### src/pip_pkg.sv
package pip_pkg;

  localparam int MAX_VERTICES = 64;
  localparam int ADDR_W = $clog2(MAX_VERTICES);
  localparam int CNT_W = $clog2(MAX_VERTICES + 1);
  localparam int COORD_W = 24;
  localparam int DIFF_W = COORD_W + 1;
  localparam int PROD_W = 2 * DIFF_W;
  localparam int VTX_W = 2 * COORD_W;

  localparam logic [1:0] CMD_START = 2'd0;
  localparam logic [1:0] CMD_APPEND = 2'd1;
  localparam logic [1:0] CMD_QUERY = 2'd2;

  typedef struct packed {
    logic valid;
    logic toggle;
  } pip_hit_t;

endpackage

### src/pip_edge_unit.sv
module pip_edge_unit import pip_pkg::*; (
  input  logic                      clk,
  input  logic                      rst,
  input  logic                      in_valid,
  input  logic signed [COORD_W-1:0] cur_x,
  input  logic signed [COORD_W-1:0] cur_y,
  input  logic signed [COORD_W-1:0] prev_x,
  input  logic signed [COORD_W-1:0] prev_y,
  input  logic signed [COORD_W-1:0] px,
  input  logic signed [COORD_W-1:0] py,
  output pip_hit_t                  hit
);

  logic signed [DIFF_W-1:0] dy;
  logic signed [DIFF_W-1:0] dxp;
  logic signed [DIFF_W-1:0] dxj;
  logic signed [DIFF_W-1:0] dyp;
  logic                     straddle_next;

  logic                     va;
  logic                     straddle;
  logic                     dy_pos;
  logic signed [PROD_W-1:0] lhs;
  logic signed [PROD_W-1:0] rhs;

  assign dy  = {prev_y[COORD_W-1], prev_y} - {cur_y[COORD_W-1], cur_y};
  assign dxp = {px[COORD_W-1], px} - {cur_x[COORD_W-1], cur_x};
  assign dxj = {prev_x[COORD_W-1], prev_x} - {cur_x[COORD_W-1], cur_x};
  assign dyp = {py[COORD_W-1], py} - {cur_y[COORD_W-1], cur_y};
  assign straddle_next = (cur_y > py) != (prev_y > py);

  always_ff @(posedge clk) begin
    if (rst) begin
      va <= 1'b0;
    end else begin
      va <= in_valid;
    end
  end

  always_ff @(posedge clk) begin
    if (in_valid) begin
      straddle <= straddle_next;
      dy_pos   <= ~dy[DIFF_W-1];
      lhs      <= PROD_W'(dxp) * PROD_W'(dy);
      rhs      <= PROD_W'(dxj) * PROD_W'(dyp);
    end
  end

  assign hit.valid  = va;
  assign hit.toggle = straddle & (dy_pos ? (lhs < rhs) : (lhs > rhs));

endmodule

### config.mk
export PLATFORM = sky130hd
export DESIGN_NAME = pip_edge_unit
export DESIGN_NICKNAME = d
export VERILOG_FILES = /design/src/pip_pkg.sv /design/src/pip_edge_unit.sv
export SDC_FILE = /design/constraint.sdc
export NUM_CORES = 2
export LEC_CHECK = 0
export BUFFER_PORTS_ARGS = -buffer_cell sky130_fd_sc_hd__buf_2
export CAP_MARGIN = 20
export CORE_MARGIN = 3
export CORE_UTILIZATION = 45
export DETAILED_ROUTE_END_ITERATION = 8
export PLACE_DENSITY = 0.75
export SYNTH_ARGS = -nofsm -noshare
export SYNTH_HDL_FRONTEND = slang
export SYNTH_SLANG_ARGS = --single-unit
### constraint.sdc
create_clock -name clk -period 12.3 [get_ports clk]
set_clock_uncertainty 0.15 [all_clocks]
set_input_delay 2.46 -clock clk [delete_from_list [all_inputs] [get_ports clk]]
set_output_delay 2.46 -clock clk [all_outputs]
set_load 0.02 [all_outputs]
==> impl_metrics.csv <==
group,metric,value,unit
outcome,status,"completed",
clock_tree,cts_buffer_depth,2,
routing,drt-total-wl,173300,um
synth,synth_seq_area_share,5.736,%
finish,nNetsFinal,8093,
global_route,grt_pass1_wl,267100,um
hold_path,hp-class,"primary input to flip-flop",
die,start_util,45.46,%
synth,synth.cell_area,53750,sq um
synth,synth.distinct_cells,85,
global_route,use_met3,9.804,%
synth,synth_top_cell_area_share,49.17,%
die,rows,126,
timing,min_period,12010,ps
placed_design,place_hpwl,151100,um
critical_path,arrival,12000,ps
synth,async_reset_ff_share,0,%
critical_path,crit_fanout,9,
routing,initialDrtViolationCount,3951,
routing,vias_per_cell,5.456,
run,maxCapViolCount,0,
placed_design,place_ws,-264.9,ps
global_route,grt_pass1_vias,45050,
global_route,track_usage,28.84,%
die,io_pins,149,
timing,setup-violations-final,0,
synth,ys.warnings.count,0,
global_route,use_met2,43.82,%
timing,hold_viol,0,
critical_path,worst-setup-path-type,"primary input to flip-flop",
critical_path,path_common_cell,"fa_1",
critical_path,cp.depth,37,
synth,yosysTopAreaCell,"fa_1",
routing,drtAntennaViolNets,0,
synth,ys_ff_latch,103,
timing,worst_pin_slew,1136,ps
critical_path,cp.required,12290,ps
finish,drive_gt1_share,9.937,%
critical_path,critPathTopFamily,"adder cells",
critical_path,crit_path_end_kind,"flip-flop",
finish,final_core_util,50.03,%
global_route,grtUsageMet1,36.75,%
finish,syn2layout_area_growth,10.06,%
critical_path,crit_slowest_cell,"xnor2_2",
placed_design,gp_congestion,1.048,
clock_tree,cts-htree-levels,3,
global_route,gr-total-overflow,0,
routing,wl_per_cell,22.46,um
routing,dr_total_vias,42110,
clock_tree,clk_pin_slew_worst_paths,80,ps
finish,final_cell_mix,"inv_1 (1364), fa_1 (1319), nand2_1 (793)",
die,coreArea,118200,sq um
timing,slew_viol_final,0,
synth,syn_avg_cell_area,9.197,sq um
clock_tree,clkSinkCount,103,
global_route,busiest_layer,"met2",
synth,synthCells,5844,
clock_tree,cts_made_buffers,9,
die,design.die.area,123600,sq um
timing,max_freq,0.08328,GHz
synth,synth_edf_count,102,
global_route,grt_max_degree,72,
placed_design,io_buffers,148,
clock_tree,clk_root_buffer_cell,"clkbuf_16",
clock_tree,postCtsHoldBufs,0,
synth,synth_ff_type,"edfxtp_1",
finish,final_common_cell,"inv_1",
hold_path,whs_path_depth,2,
die,die_h,351.6,um
synth,syn_nets,7763,
die,die_w,351.6,um
global_route,antenna_found_initial,10,
clock_tree,tritoncts,"built",
timing,fin_crit_sh,97.62,%
synth,synth_area_leaders,"fa_1 (49%), ha_1 (11%), inv_1 (9.5%)",
routing,drc,0,
critical_path,crit_buf_inv,6,
critical_path,slowest_delay,700,ps
timing,slew_headroom,23.75,%
critical_path,worst_setup_path_start_kind,"primary input",
routing,first_pass_iters,6,
timing,setup_slack,292.3,ps
[layer usage]
layer | wire length (um) | share of wire (%)
met1 | 64210 | 37
met4 | 10740 | 6.2
met2 | 76350 | 44
met5 | 42 | 0.024
met3 | 21990 | 13
[kinds of logic after synthesis]
family	Yosys count	synth area share (%)
simple gates	1652	13.14
buf+inv	1543	10.83
fa+ha+maj	1772	59.69
flops	103	5.736
xor+xnor	251	4.167
mux	3	0.05587
compound gates	520	6.374
[state kept, by name, summed over array words and instances, names as in the netlist]
register / count
dy_pos: 1
rhs: 50
va: 1
lhs: 50
straddle: 1
[worst paths after layout]
| check | startpoint | endpoint | slack (ps) |
|---|---|---|---|
| setup / recovery | cur_y[0] | rhs[47] | 290 |
| hold / removal | rst | va | 2080 |
[stage by stage]
stage | TNS [ps] | cells | cell area (sq um) | hold WS [ps]
detailed placement | -875.2 | 7694 | 58680 | 2469
floorplan | 0 | 5844 | 53750 | 2382
global placement | -309.1 | 7690 | 58650 | 2469
finish | 0 | 7718 | 59150 | 2076
CTS | 0 | 7710 | 58970 | 2062
global route | -2.043 | 7716 | 59150 | 2080
[timing repair]
item,4_1_cts,5_1_grt
endpoints found under the hold margin,0,0
gates resized for setup,0,27
setup buffers,0,3
setup endpoints to repair,0,20
[area by class of cell]
cell class                 instances  area (sq um)
antenna                            3         7.507
clock buffer                       9         225.2
clock inverter                     7         71.32
fill                           10760         59090
inverter                        1366          5127
multi-input combinational       4198         45170
sequential                       103          3083
tap                             1536          1922
timing repair buffer             496          3550
[synth_stat cells, drive strengths merged, types with 27 or more instances]
cell / n
o21bai: 30
nor2b: 64
o21ai: 98
xor2: 90
a21oi: 164
nand2b: 68
and2: 62
ha: 452
nand3: 33
o21a: 27
xnor2: 161
fa: 1320
clkbuf: 161
inv: 1365
nor3: 27
nand4: 29
edfxtp: 102
a21o: 95
nand2: 794
nor2: 506
Power is left out: the tool's default activity adds up to more than one toggle a clock period on the data nets, which glitch-free logic cannot reach.
